$ cat config.mk
export PLATFORM = sky130hd
export DESIGN_NAME = lmbph_log_db
export DESIGN_NICKNAME = d
export VERILOG_FILES = /design/src/rtl/lmbph_pkg.sv /design/src/rtl/lmbph_log_db.sv
export SDC_FILE = /design/constraint.sdc
export NUM_CORES = 1
export LEC_CHECK = 0
export ABC_AREA = 1
export BUFFER_PORTS_ARGS = -buffer_cell sky130_fd_sc_hd__clkbuf_2
export CAP_MARGIN = 20
export CORE_MARGIN = 3
export CORE_UTILIZATION = 50
export DETAILED_ROUTE_END_ITERATION = 10
export PLACE_DENSITY_LB_ADDON = 0.15
export SYNTH_ARGS = -nofsm -noshare
export SYNTH_HDL_FRONTEND = slang
export SYNTH_SLANG_ARGS = --single-unit
$ cat constraint.sdc
create_clock -name aclk -period 7.7 [get_ports aclk]
set_input_delay 1.54 -clock aclk [delete_from_list [all_inputs] [get_ports aclk]]
set_output_delay 1.54 -clock aclk [all_outputs]
set_load 0.03 [all_outputs]
$ cat src/rtl/lmbph_pkg.sv
// Shared types, constants and the log2 fraction table for the level meter.
`timescale 1ns / 1ps

package lmbph_pkg;

    // log2 fraction table: index bits taken below the leading one
    localparam int LOG_FRAC_BITS = 6;
    localparam int LOG_TBL_SIZE  = 1 << LOG_FRAC_BITS;

    // 6.0206 dB per octave in Q.16
    localparam logic signed [19:0] DB_PER_OCTAVE_Q16 = 20'sd394566;

    // register reset values
    localparam logic [15:0]        RISE_COEF_RST   = 16'd25787;
    localparam logic [15:0]        FALL_COEF_RST   = 16'd2570;
    localparam logic [15:0]        HOLD_TICKS_RST  = 16'd150;
    localparam logic [11:0]        DECAY_STEP_RST  = 12'd31;
    localparam logic signed [15:0] FLOOR_LEVEL_RST = -16'sd30720;
    localparam logic [11:0]        CHANGE_THR_RST  = 12'd26;

    typedef enum logic [2:0] {
        REG_RISE_COEF   = 3'd0,
        REG_FALL_COEF   = 3'd1,
        REG_HOLD_TICKS  = 3'd2,
        REG_DECAY_STEP  = 3'd3,
        REG_FLOOR_LEVEL = 3'd4,
        REG_CHANGE_THR  = 3'd5
    } reg_idx_t;

    typedef struct packed {
        logic [15:0]        rise_coef;
        logic [15:0]        fall_coef;
        logic [15:0]        hold_ticks;
        logic [11:0]        decay_step;
        logic signed [15:0] floor_level;
        logic [11:0]        change_thr;
    } cfg_t;

    typedef logic [15:0] log_tbl_t [LOG_TBL_SIZE];

    // log2(1 + k/2^LOG_FRAC_BITS) in Q0.16, by repeated squaring; elaboration only
    function automatic log_tbl_t build_log_tbl();
        log_tbl_t    tbl;
        logic [63:0] x;
        logic [19:0] r;
        for (int k = 0; k < LOG_TBL_SIZE; k++) begin
            x = (64'd1 << 30) + ((64'(k) << 30) >> LOG_FRAC_BITS);
            r = '0;
            for (int i = 0; i < 18; i++) begin
                x = (x * x) >> 30;
                r = r << 1;
                if (x >= (64'd2 << 30)) begin
                    x    = x >> 1;
                    r[0] = 1'b1;
                end
            end
            tbl[k] = 16'((r + 20'd2) >> 2);
        end
        return tbl;
    endfunction

    localparam log_tbl_t LOG_TBL = build_log_tbl();

endpackage

$ cat src/rtl/lmbph_log_db.sv
// Gain to dB conversion pipeline: leading one, fraction table, scale, round and floor clamp.
`timescale 1ns / 1ps

module lmbph_log_db #(
    parameter int GAIN_BITS = 24
) (
    input  logic                     aclk,
    input  logic                     aresetn,
    input  lmbph_pkg::cfg_t          cfg,
    input  logic                     in_valid,
    output logic                     in_ready,
    input  logic [GAIN_BITS-1:0]     in_gain,
    output logic                     out_valid,
    input  logic                     out_ready,
    output logic signed [15:0]       out_target
);
    import lmbph_pkg::*;

    localparam int NSTG   = 5;
    localparam int PW     = $clog2(GAIN_BITS);
    localparam int IW     = PW + 1;
    localparam int LG_W   = IW + 16;
    localparam int PROD_W = LG_W + 20;
    localparam int RND_W  = PROD_W + 1;
    localparam int DB_W   = RND_W - 24;
    localparam logic [RND_W-1:0] HALF = RND_W'(1) << 23;

    logic [NSTG-1:0] vld_reg;
    logic [NSTG-1:0] en;

    logic [GAIN_BITS-1:0]      gain0_reg;
    logic [GAIN_BITS-1:0]      gain1_reg;
    logic [PW-1:0]             pos1_reg;
    logic                      zero1_reg;
    logic signed [LG_W-1:0]    lg2_reg;
    logic                      zero2_reg;
    logic signed [PROD_W-1:0]  prod3_reg;
    logic                      zero3_reg;
    logic signed [15:0]        target4_reg;

    logic [PW-1:0]             pos;
    logic [PW-1:0]             shamt;
    logic [GAIN_BITS-1:0]      norm;
    logic [LOG_FRAC_BITS-1:0]  frac_idx;
    logic [IW-1:0]             ipart;
    logic signed [LG_W-1:0]    lg;
    logic signed [PROD_W-1:0]  prod;
    logic signed [RND_W-1:0]   rsum;
    logic signed [RND_W-1:0]   rshr;
    logic signed [DB_W-1:0]    db;
    logic signed [DB_W-1:0]    floor_ext;
    logic signed [15:0]        target;

    // ready ripples back from the output through empty stages
    always_comb begin
        en[NSTG-1] = !vld_reg[NSTG-1] || out_ready;
        for (int i = NSTG - 2; i >= 0; i--) begin
            en[i] = !vld_reg[i] || en[i+1];
        end
    end

    assign in_ready   = en[0];
    assign out_valid  = vld_reg[NSTG-1];
    assign out_target = target4_reg;

    always_ff @(posedge aclk) begin
        if (!aresetn) begin
            vld_reg <= '0;
        end else begin
            if (en[0]) begin
                vld_reg[0] <= in_valid;
            end
            for (int i = 1; i < NSTG; i++) begin
                if (en[i]) begin
                    vld_reg[i] <= vld_reg[i-1];
                end
            end
        end
    end

    // stage 1: leading one
    always_comb begin
        pos = '0;
        for (int i = 0; i < GAIN_BITS; i++) begin
            if (gain0_reg[i]) begin
                pos = PW'(i);
            end
        end
    end

    // stage 2: normalise, table lookup, integer part of log2
    always_comb begin
        shamt    = PW'(GAIN_BITS - 1) - pos1_reg;
        norm     = gain1_reg << shamt;
        frac_idx = norm[GAIN_BITS-2 -: LOG_FRAC_BITS];
        ipart    = IW'({1'b0, pos1_reg}) - IW'(GAIN_BITS - 2);
        lg       = {ipart, 16'h0000} + LG_W'(LOG_TBL[frac_idx]);
    end

    // stage 3: scale to dB
    assign prod = lg2_reg * DB_PER_OCTAVE_Q16;

    // stage 4: round half away from zero, clamp at floor
    always_comb begin
        rsum      = {prod3_reg[PROD_W-1], prod3_reg} + HALF - RND_W'(prod3_reg[PROD_W-1]);
        rshr      = rsum >>> 24;
        db        = rshr[DB_W-1:0];
        floor_ext = {{(DB_W-16){cfg.floor_level[15]}}, cfg.floor_level};
        if (zero3_reg || (db < floor_ext)) begin
            target = cfg.floor_level;
        end else begin
            target = db[15:0];
        end
    end

    always_ff @(posedge aclk) begin
        if (en[0]) begin
            gain0_reg <= in_gain;
        end
        if (en[1]) begin
            gain1_reg <= gain0_reg;
            pos1_reg  <= pos;
            zero1_reg <= (gain0_reg == '0);
        end
        if (en[2]) begin
            lg2_reg   <= lg;
            zero2_reg <= zero1_reg;
        end
        if (en[3]) begin
            prod3_reg <= prod;
            zero3_reg <= zero2_reg;
        end
        if (en[4]) begin
            target4_reg <= target;
        end
    end

endmodule

======== Yosys cells after proc, flatten, opt, wreduce, memory -nomap -nowiden ========
Memory sizes are Yosys's and may differ from the RTL's.
Cells that the tools add are included.
operators by class
  add/sub/neg operators ................... 5
  $mul .................................... 1
  $lt $le $gt $ge ......................... 2
  shifts and indexed selects .............. 1
  multiplexer cells ....................... 25
  bitwise logic cells ..................... 1
  reductions and logical operators ........ 15
operator list
  operator                                              count
  two-way mux 5 bit                                     14
  two-way mux 16 bit                                    3
  adder 42 x 25 -> 43 bit (second input constant)       1
  subtractor 43 x 1 -> 43 bit                           1
  multiplier 22 x 19 -> 41 bit (second input constant)  1
  logical NOT 24 bit                                    1
  left shift 24 x 5 -> 23 bit                           1
  adder 22 x 16 -> 22 bit                               1
  less-than comparator 19 x 16 -> 1 bit                 1
  two-way mux 3 bit                                     4
  OR reduction 8 bit                                    1
  >= comparator 7 bit (second input constant)           1
  NOT 6 -> 7 bit                                        1
  logical OR 1 bit                                      6
  subtractor 5 x 5 -> 6 bit (second input constant)     1
  logical NOT 1 bit                                     5
  subtractor 5 bit (first input constant)               1
  two-way mux 2 bit                                     2
  OR reduction 4 bit                                    1
  two-way mux 1 bit                                     2
  OR reduction 2 bit                                    1
word-level totals
  flip-flop bits (word level) ............. 140
  memory bits (read-only) ................. 1024
  bits of input ports ..................... 116
  output and inout port bits .............. 18
  word-level logic and storage cells ...... 68
  memories kept ........................... 1
memory list
  memory           depth  bits a word  read ports  clocked after Yosys merged registers in  write ports  RTL line            text
  (no name shown)  64     16           1           0                                        0            lmbph_log_db.sv:97  lg = {ipart, 16'h0000} + LG_W'(LOG_TBL[frac_idx]);

======== Logic depth before layout (Yosys ltp) ========
Gate-level depths: netlist (run 1).
  depth after elaboration ................. 22
  gate-level depth with buffers ........... 26
  gate-level depth less buffers ........... 25

======== Worst setup path after synthesis (run 1) ========
OpenSTA, ideal clock, no wires.
  kind .................................... input to output
  start ................................... in out_ready
  end ..................................... out in_ready
  arrival ................................. 4.408 ns
  required time ........................... 6.160 ns
  setup slack ............................. 1.752 ns
  stages on the path ...................... 8
  path buffers ............................ 0
  path through ............................ nor2_1 inv_1 nor2_1 inv_1 nor2_1 inv_1 nor2_1 nand2_1
between the ends
  longest elaborated chain between the ends .. 5
RTL lines
  what                           RTL line            text
  start, declared                lmbph_log_db.sv:14  input logic out_ready,
  logical OR 1 bit               lmbph_log_db.sv:56  en[NSTG-1] = !vld_reg[NSTG-1] || out_ready;
  via en[4]                      lmbph_log_db.sv:29  logic [NSTG-1:0] en;
  logical OR 1 bit               lmbph_log_db.sv:58  en[i] = !vld_reg[i] || en[i+1];
  via en[3]                      lmbph_log_db.sv:29
  logical OR 1 bit               lmbph_log_db.sv:58
  via en[2]                      lmbph_log_db.sv:29
  logical OR 1 bit (2 in a row)  lmbph_log_db.sv:58
  end, declared                  lmbph_log_db.sv:11  output logic in_ready,
The timed path passes the listed nets, and every way through them passes these cells.

======== Final worst setup path (run 1) ========
  start ................................... reg lg2_reg[15]
  end ..................................... reg prod3_reg[40] (data pin)
between the ends
  longest elaborated chain between the ends .. 1
RTL lines
  what                          RTL line             text
  start, declared               lmbph_log_db.sv:35   logic signed [LG_W-1:0] lg2_reg;
  start signal, assigned        lmbph_log_db.sv:126  lg2_reg <= lg;
  multiplier 22 x 19 -> 41 bit  lmbph_log_db.sv:101  assign prod = lg2_reg * DB_PER_OCTAVE_Q16;
  via prod[40]                  lmbph_log_db.sv:47   logic signed [PROD_W-1:0] prod;
  end signal, assigned          lmbph_log_db.sv:130  prod3_reg <= prod;
  end, declared                 lmbph_log_db.sv:37   logic signed [PROD_W-1:0] prod3_reg;
The timed path passes the listed nets, and every way through them passes these cells.
A chain may end at the register's enable or synchronous reset.

==> impl_results.rst, run 1 <==
.. list-table::
   :header-rows: 1

   * - Metric
     - Value
   * - Outcome
     - finished, final reports clean
   * - DRC violation total after the first TritonRoute iteration
     - between 600 and 700
   * - Final GP Congestion
     - between 0.9 and 1
   * - HP Start
     - zero1_reg$_DFFE_PP_
   * - Sort of element at the end of the critical path
     - flop
   * - Worst r2r src
     - lg2_reg[15]$_SDFFCE_PN1P_
   * - Top post-synthesis cells by area
     - edfxtp_1, ha_1, fa_1
   * - Total die area
     - between 30000 and 40000 um2
   * - Worst R2R Path Depth
     - 18
   * - Flop-to-flop setup slack
     - between 2 and 2.5 ns
   * - Quantity of gates resized following cts
     - 0
   * - Area growth syn-to-layout
     - 7.89%
   * - Max-capacitance violation count
     - 0
   * - Row count
     - 66
   * - Total Routing Usage GR
     - between 20% and 30%
   * - Critical path type
     - flop to flop
   * - Final worst path period need
     - ~5.4 ns
   * - Clk_skew
     - between 0.01 and 0.015 ns
   * - Max-slew headroom
     - around two fifths
   * - Global-route met2 utilization
     - a little over two fifths
   * - Global routing's busiest layer
     - met2
   * - Cell with the largest stage delay on the worst path
     - fa_1
   * - Met3 routing resource usage after global routing
     - under 10%
   * - Register bit total from synthesis
     - around 140
   * - EDFF count, synth
     - 134
   * - HPWL after DPL
     - between 30 and 40 mm
   * - Number of clock sinks
     - about 140
   * - DRC violation count after routing
     - 0
   * - Setup TNS
     - 0 ns
   * - Capture point of the worst reg-to-reg path
     - prod3_reg[40]$_DFFE_PP_
   * - Die outline height
     - approximately 190 um
   * - Clock transition at the registers of the reported paths
     - 0.07 ns
   * - Width of the die
     - ~190 um
   * - Fin crit share
     - 70.3%
   * - Area fraction of the dominant cell type after synthesis
     - 23.9%
   * - Starting density of the core
     - 51.3%
   * - Number of CTS-inserted buffers
     - 17
   * - Remaining number of nets flagged by the antenna check after routing
     - 0
   * - Critical path startpoint category
     - flop
   * - Via density
     - 5.22
   * - Endpoint of the worst hold-timing path
     - zero2_reg$_DFFE_PP_
   * - TritonCTS clock tree
     - done
   * - Number of endpoints failing setup at the final stage
     - 0
   * - Clock latency of the later-clocked register in the worst-skew pair
     - approximately 0.45 ns
   * - RSZ-0062 raised after global routing
     - false
   * - # hold bufs at CTS
     - 0
   * - Final layout net count
     - 2660
   * - Slew at the pin closest to its max-slew limit
     - just over 0.9 ns
   * - Number of flip-flops under the largest register name
     - between 40 and 50
   * - Grt met1 use
     - between 20% and 30%
   * - Largest net degree at the start of global routing
     - 44
   * - Pins over their slew limit
     - 0
   * - Hold Path Class
     - flop to flop
   * - Routed length per placed instance
     - approximately 15 um
   * - Delay of the slowest critical-path stage
     - 0.54 ns
   * - Count of buffers inserted at the top-level ports
     - 61
   * - Number of antenna violations at the first check in global routing
     - 0
   * - DRT Pass-1 Iters
     - 5
   * - Number of nets in the synthesized netlist
     - ~2600
   * - Wire length of the first global-routing pass
     - 66.7 mm
   * - CP Cell Sequence
     - ha_1 > inv_1 > fa_1 > inv_1 > ha_1 > fa_1 > fa_1 > inv_1 > fa_1 > inv_1 > ha_1 > a21oi_1 > o21ai_0 > nand2_1 > nand2_1 > a2111oi_0 > nand3_1 > xor2_1
   * - Synthesized cell area
     - ~17000 um2
   * - Syn_area_per_cell
     - a little under 8 um2
   * - Synthesized instance count
     - around 2100
   * - Worst-path fanout max
     - 5
   * - CP Data Arrival Time
     - between 5 and 6 ns
   * - Top-level port count
     - about 130
   * - Post-CTS Setup Bufs
     - 0
   * - Library cell occupying the most area in the post-synthesis netlist
     - edfxtp_1
   * - Count of H-tree levels built during CTS
     - 4
   * - Total via count after detailed routing
     - about 14000
   * - Synth Warn #
     - 0
   * - Max Buffers Root-to-Sink
     - 2
   * - Main synth FF type
     - edfxtp_1
   * - Residual overflow from global routing
     - 0
   * - Max Clock Freq
     - ~180 MHz
   * - Number of library cell types mapped by synthesis
     - 54
   * - Placeable core region
     - approximately 33000 um2
   * - Register area share after synthesis
     - 24.5%
   * - Instance count along the most critical hold path
     - 0
   * - Worst Setup SP
     - lg2_reg[15]$_SDFFCE_PN1P_
   * - Share of synthesized flip-flops with an asynchronous set or reset
     - 0%
   * - Number of global-route vias before repair
     - about 14000
   * - Routed wire length
     - a little over 40 mm
   * - Final Hold Viols
     - 0
   * - Fraction of layout instances using a drive strength above 1
     - under 10%
   * - Clock root buffer master
     - clkbuf_16
   * - Critical path required time
     - 7.89 ns
   * - Diodes inserted
     - 0
==> synth_stat cells (all sizes together), types with 15 or more instances <==
cell,count
o21ai,102
edfxtp,134
a21o,15
nand2,464
a31oi,20
nor2,157
nand3,105
xor2,44
nand4,28
o211ai,15
inv,446
nor3,22
xnor2,28
fa,95
a21oi,118
buf,28
ha,256
==> per-layer routing <==
layer | share of wire [%] | up-vias
met3 | 2.9 | 91
met1 | 41 | 6373
met2 | 52 | 304
met4 | 3.9 | 0
li1 | - | 7059
met5 | 0 | -
==> per-stage QoR <==
stage	area [um2]	std cells	utilization, %	setup slack (ns)	hold WS [ns]
after detailed placement	17500	2615	53.4	2.35	0.409
after floorplan	16900	2138	-	1.75	0.400
after global placement	17500	2615	53.4	2.38	0.410
after global routing	18200	2648	55.3	1.96	0.420
after CTS	18200	2647	55.2	2.32	0.419
final	18200	2648	55.3	2.29	0.420
==> cell type report <==
type / instances / area [um2]
Multi-Input combinational cell: 1520 / 10800
Sequential cell: 139 / 4120
Fill cell: 3144 / 14700
Tap cell: 442 / 553
Inverter: 448 / 1690
Clock inverter: 15 / 194
Timing Repair Buffer: 67 / 370
Clock buffer: 17 / 425
==> how the worst max path moves through the flow <==
stage                               to  cells after the start
5_1_grt        prod3_reg[40]$_DFFE_PP_                     19
2_1_floorplan                 in_ready                      8
3_5_place_dp   prod3_reg[38]$_DFFE_PP_                     21
3_3_place_gp   prod3_reg[40]$_DFFE_PP_                     18
6_report       prod3_reg[40]$_DFFE_PP_                     18
4_1_cts        prod3_reg[40]$_DFFE_PP_                     18
==> critical path, delay by kind of cell (launching register included) <==
| family | cells | cell delay (ns) |
|---|---|---|
| flops | 1 | 0.48 |
| simple gates | 3 | 0.39 |
| compound gates | 3 | 0.87 |
| buf+inv | 4 | 0.20 |
| xor+xnor | 1 | 0.19 |
| fa+ha+maj | 7 | 3.02 |
==> kinds of logic after synthesis <==
group / after synthesis / share of synthesized area (%)
simple gates: 790 / 19.7
flops: 139 / 24.5
buf+inv: 479 / 11.3
xor+xnor: 72 / 3.74
fa+ha+maj: 351 / 30.3
mux: 2 / 0.119
compound gates: 305 / 10.4
==> cell usage in the layout, fill, tap and decap left out, types with 3 or more instances in the layout <==
cell / instances
a21o_1: 15
a21oi_1: 117
a31oi_1: 20
and3_1: 3
buf_4: 5
clkbuf_16: 17
clkbuf_2: 61
clkinv_8: 6
dfxtp_1: 5
edfxtp_1: 134
fa_1: 95
ha_1: 256
inv_1: 437
inv_2: 7
inv_6: 3
inv_8: 4
nand2_1: 453
nand2_2: 9
nand3_1: 103
nand4_1: 28
nor2_1: 151
nor2_2: 3
nor2_4: 3
nor3_1: 22
nor4_1: 3
o211ai_1: 15
o21a_1: 7
o21ai_0: 76
o21ai_1: 26
o21bai_1: 12
xnor2_1: 28
xor2_1: 44
Power of run 1 is not shown: default switching activity piles up to over one toggle a cycle in this logic, so the estimate is an artifact.
==> run 2: changes to the inputs <==
- ABC_AREA: 1 -> 0
- clock period: 7.7 -> 5.6 ns (I/O delays scaled with it)
==> impl_results.rst, run 2 <==
.. list-table::
   :header-rows: 1

   * - Metric
     - Value
   * - Outcome
     - finished, final reports clean
   * - Sort of element at the end of the critical path
     - flop
   * - Max-capacitance violation count
     - 0 (unchanged)
   * - Final GP Congestion
     - 0.923 (-4.0%)
   * - Critical path startpoint category
     - flop
   * - Area fraction of the dominant cell type after synthesis
     - 25.6% (+1.7 points)
   * - EDFF count, synth
     - 134 (unchanged)
   * - Total Routing Usage GR
     - 21.0% (-2.1 points)
   * - Routed length per placed instance
     - 16.2 um (+4.5%)
   * - Number of global-route vias before repair
     - 11856 (-14%)
   * - Clock latency of the later-clocked register in the worst-skew pair
     - 0.46 ns (about the same)
   * - Most common cell after layout, fill and taps aside
     - inv_1
   * - DRC violation count after routing
     - 0 (unchanged)
   * - Clock root buffer master
     - clkbuf_16
   * - Number of nets in the synthesized netlist
     - 2091 (-20%)
   * - Row count
     - 64 (-3.0%)
   * - Area growth syn-to-layout
     - 15.3%
   * - Final worst path period need
     - 5.51 ns (+0.0957 ns)
   * - Slew at the pin closest to its max-slew limit
     - 0.931 ns (+0.0235 ns)
   * - Top post-synthesis cells by area
     - edfxtp_1, ha_1, fa_1
   * - Clock transition at the registers of the reported paths
     - 0.08 ns (about the same)
   * - Register area share after synthesis
     - 26.2% (+1.7 points)
   * - Hold Path Class
     - flop to flop
   * - Critical path type
     - flop to flop
   * - Max Buffers Root-to-Sink
     - 2 (unchanged)
   * - Top post-synthesis cells by count
     - inv_1, ha_1, edfxtp_1
   * - Syn_area_per_cell
     - 9.69 um2 (+23%)
   * - Number of flip-flops under the largest register name
     - 41 (unchanged)
   * - Diodes inserted
     - 0 (unchanged)
   * - Fraction of layout instances using a drive strength above 1
     - 17.1% (+11 points)
   * - Critical path required time
     - 5.81 ns (-2.08 ns)
   * - Number of CTS-inserted buffers
     - 17 (unchanged)
   * - Starting density of the core
     - 51.1% (-0.22 points)
   * - Number of library cell types mapped by synthesis
     - 82 (+52%)
   * - Synth Warn #
     - 0 (unchanged)
   * - Main synth FF type
     - edfxtp_1
   * - Fin crit share
     - 98.4% (+28 points)
   * - Remaining number of nets flagged by the antenna check after routing
     - 0 (unchanged)
   * - Top-level port count
     - 134 (unchanged)
   * - Count of buffers inserted at the top-level ports
     - 61 (unchanged)
   * - Synthesized cell area
     - 15700 um2 (-6.6%)
   * - Placeable core region
     - 30800 um2 (-6.2%)
   * - Number of endpoints failing setup at the final stage
     - 0 (unchanged)
   * - Die outline height
     - 183 um (-3.2%)
   * - Register bit total from synthesis
     - 139 (unchanged)
   * - RSZ-0062 raised after global routing
     - true
   * - Number of antenna violations at the first check in global routing
     - 0 (unchanged)
   * - CP Data Arrival Time
     - 5.72 ns (+0.12 ns)
   * - DRT Pass-1 Iters
     - 5 (unchanged)
   * - Total via count after detailed routing
     - 11810 (-15%)
   * - Library cell occupying the most area in the post-synthesis netlist
     - edfxtp_1
   * - Count of H-tree levels built during CTS
     - 4 (unchanged)
   * - DRC violation total after the first TritonRoute iteration
     - 569 (-18%)
   * - Worst-path fanout max
     - 4 (-1)
   * - Most frequently used cell type in the post-synthesis netlist
     - inv_1
   * - Max-slew headroom
     - 37.7% (-1.8 points)
   * - HPWL after DPL
     - 27.6 mm (-20%)
   * - Final layout net count
     - 2210 (-17%)
   * - Total die area
     - 33600 um2 (-6.4%)
   * - Clk_skew
     - 0.0176 ns (+0.00445 ns)
   * - Residual overflow from global routing
     - 0 (unchanged)
   * - Largest net degree at the start of global routing
     - 43 (-2.3%)
   * - Routed wire length
     - 34.8 mm (-15%)
   * - Top library cells by usage in the layout, fill and taps aside
     - inv_1, ha_1, edfxtp_1
   * - Synthesized instance count
     - 1624 (-24%)
   * - Width of the die
     - 183 um (-3.2%)
   * - Setup TNS
     - 0 ns (unchanged)
   * - Final Hold Viols
     - 0 (unchanged)
   * - Wire length of the first global-routing pass
     - 56.7 mm (-15%)
   * - Number of clock sinks
     - 139 (unchanged)
   * - Pins over their slew limit
     - 0 (unchanged)
   * - TritonCTS clock tree
     - done
   * - Max Clock Freq
     - 182 MHz (-1.7%)
   * - Share of synthesized flip-flops with an asynchronous set or reset
     - 0% (unchanged)
   * - Via density
     - 5.49 (+5.1%)
[run 2: path summary, 6_finish.rpt]
kind | slack (ns) | end | cells past startpoint | from
worst max-delay path | 0.09 | prod3_reg[39]$_DFFE_PP_ | 21 | lg2_reg[11]$_DFFE_PP_
worst min register to register | 0.41 | zero2_reg$_DFFE_PP_ | 0 | zero1_reg$_DFFE_PP_
worst min-delay path | 0.41 | zero2_reg$_DFFE_PP_ | 0 | zero1_reg$_DFFE_PP_
worst max register to register | 0.09 | prod3_reg[39]$_DFFE_PP_ | 21 | lg2_reg[11]$_DFFE_PP_
[run 2: final cells by class]
type	instances	area, um2
clock buffers	17	425
clock inverters	15	170
fillers	2608	12700
inverters	306	1150
multi-input cells	1138	10800
flip-flops and latches	139	4120
well taps	396	495
repair buffers	141	986
[run 2: logic make-up (layout without fill, tap and decap cells)]
logic type / after synthesis / after routing / share of synthesized area, %
buf+inv: 347 / 479 / 8.45
compound gates: 353 / 353 / 14.9
flops: 139 / 139 / 26.2
simple gates: 301 / 301 / 9.19
xor+xnor: 71 / 71 / 3.95
fa+ha+maj: 351 / 351 / 32.4
mux: 62 / 62 / 4.87
[run 2: per-stage QoR]
step / cell area, um2 / hold slack [ns] / cells / util [%] / setup slack (ns)
final: 18200 / 0.409 / 2152 / 58.9 / 0.0917
after global routing: 18200 / 0.419 / 2152 / 58.9 / -0.116
after global placement: 17000 / 0.406 / 2103 / 55.3 / -0.00945
after floorplan: 15900 / 0.400 / 1624 / - / 0.00570
after detailed placement: 17000 / 0.407 / 2103 / 55.3 / -0.0465
after CTS: 17600 / 0.410 / 2135 / 57.2 / 0.00541
[run 2: worst max-delay path, cell delays in order (launching register included)]
cell and delay [ns]:
edfxtp_1 0.44, ha_1 0.30, inv_1 0.05, fa_1 0.49, inv_2 0.05, ha_4 0.24
fa_1 0.50, fa_1 0.54, inv_1 0.05, fa_1 0.52, inv_1 0.06, ha_4 0.23
o21ai_2 0.16, a21oi_2 0.07, a221o_1 0.35, a21o_1 0.20, a41oi_2 0.21, o21ai_2 0.11
o41ai_2 0.36, inv_1 0.10, a21oi_2 0.15, xnor2_1 0.08
[run 2: what timing repair did]
action / 4_1_cts / 5_1_grt
gates resized for setup: 1 / 66
buffers inserted: 0 / 15
hold buffers: 0 / 0
pin swaps: 2 / 58
setup endpoints to repair: 6 / 12
[run 2: routing by layer]
metal / up-vias / track usage, % / share of wire, %
met3: 66 / 3.56 / 3.5
met4: 0 / 8.50 / 3.0
met1: 5577 / 24.6 / 42
li1: 5924 / - / -
met5: - / 0 / 0
met2: 243 / 38.3 / 51
Power of run 2 is left out for the same reason.
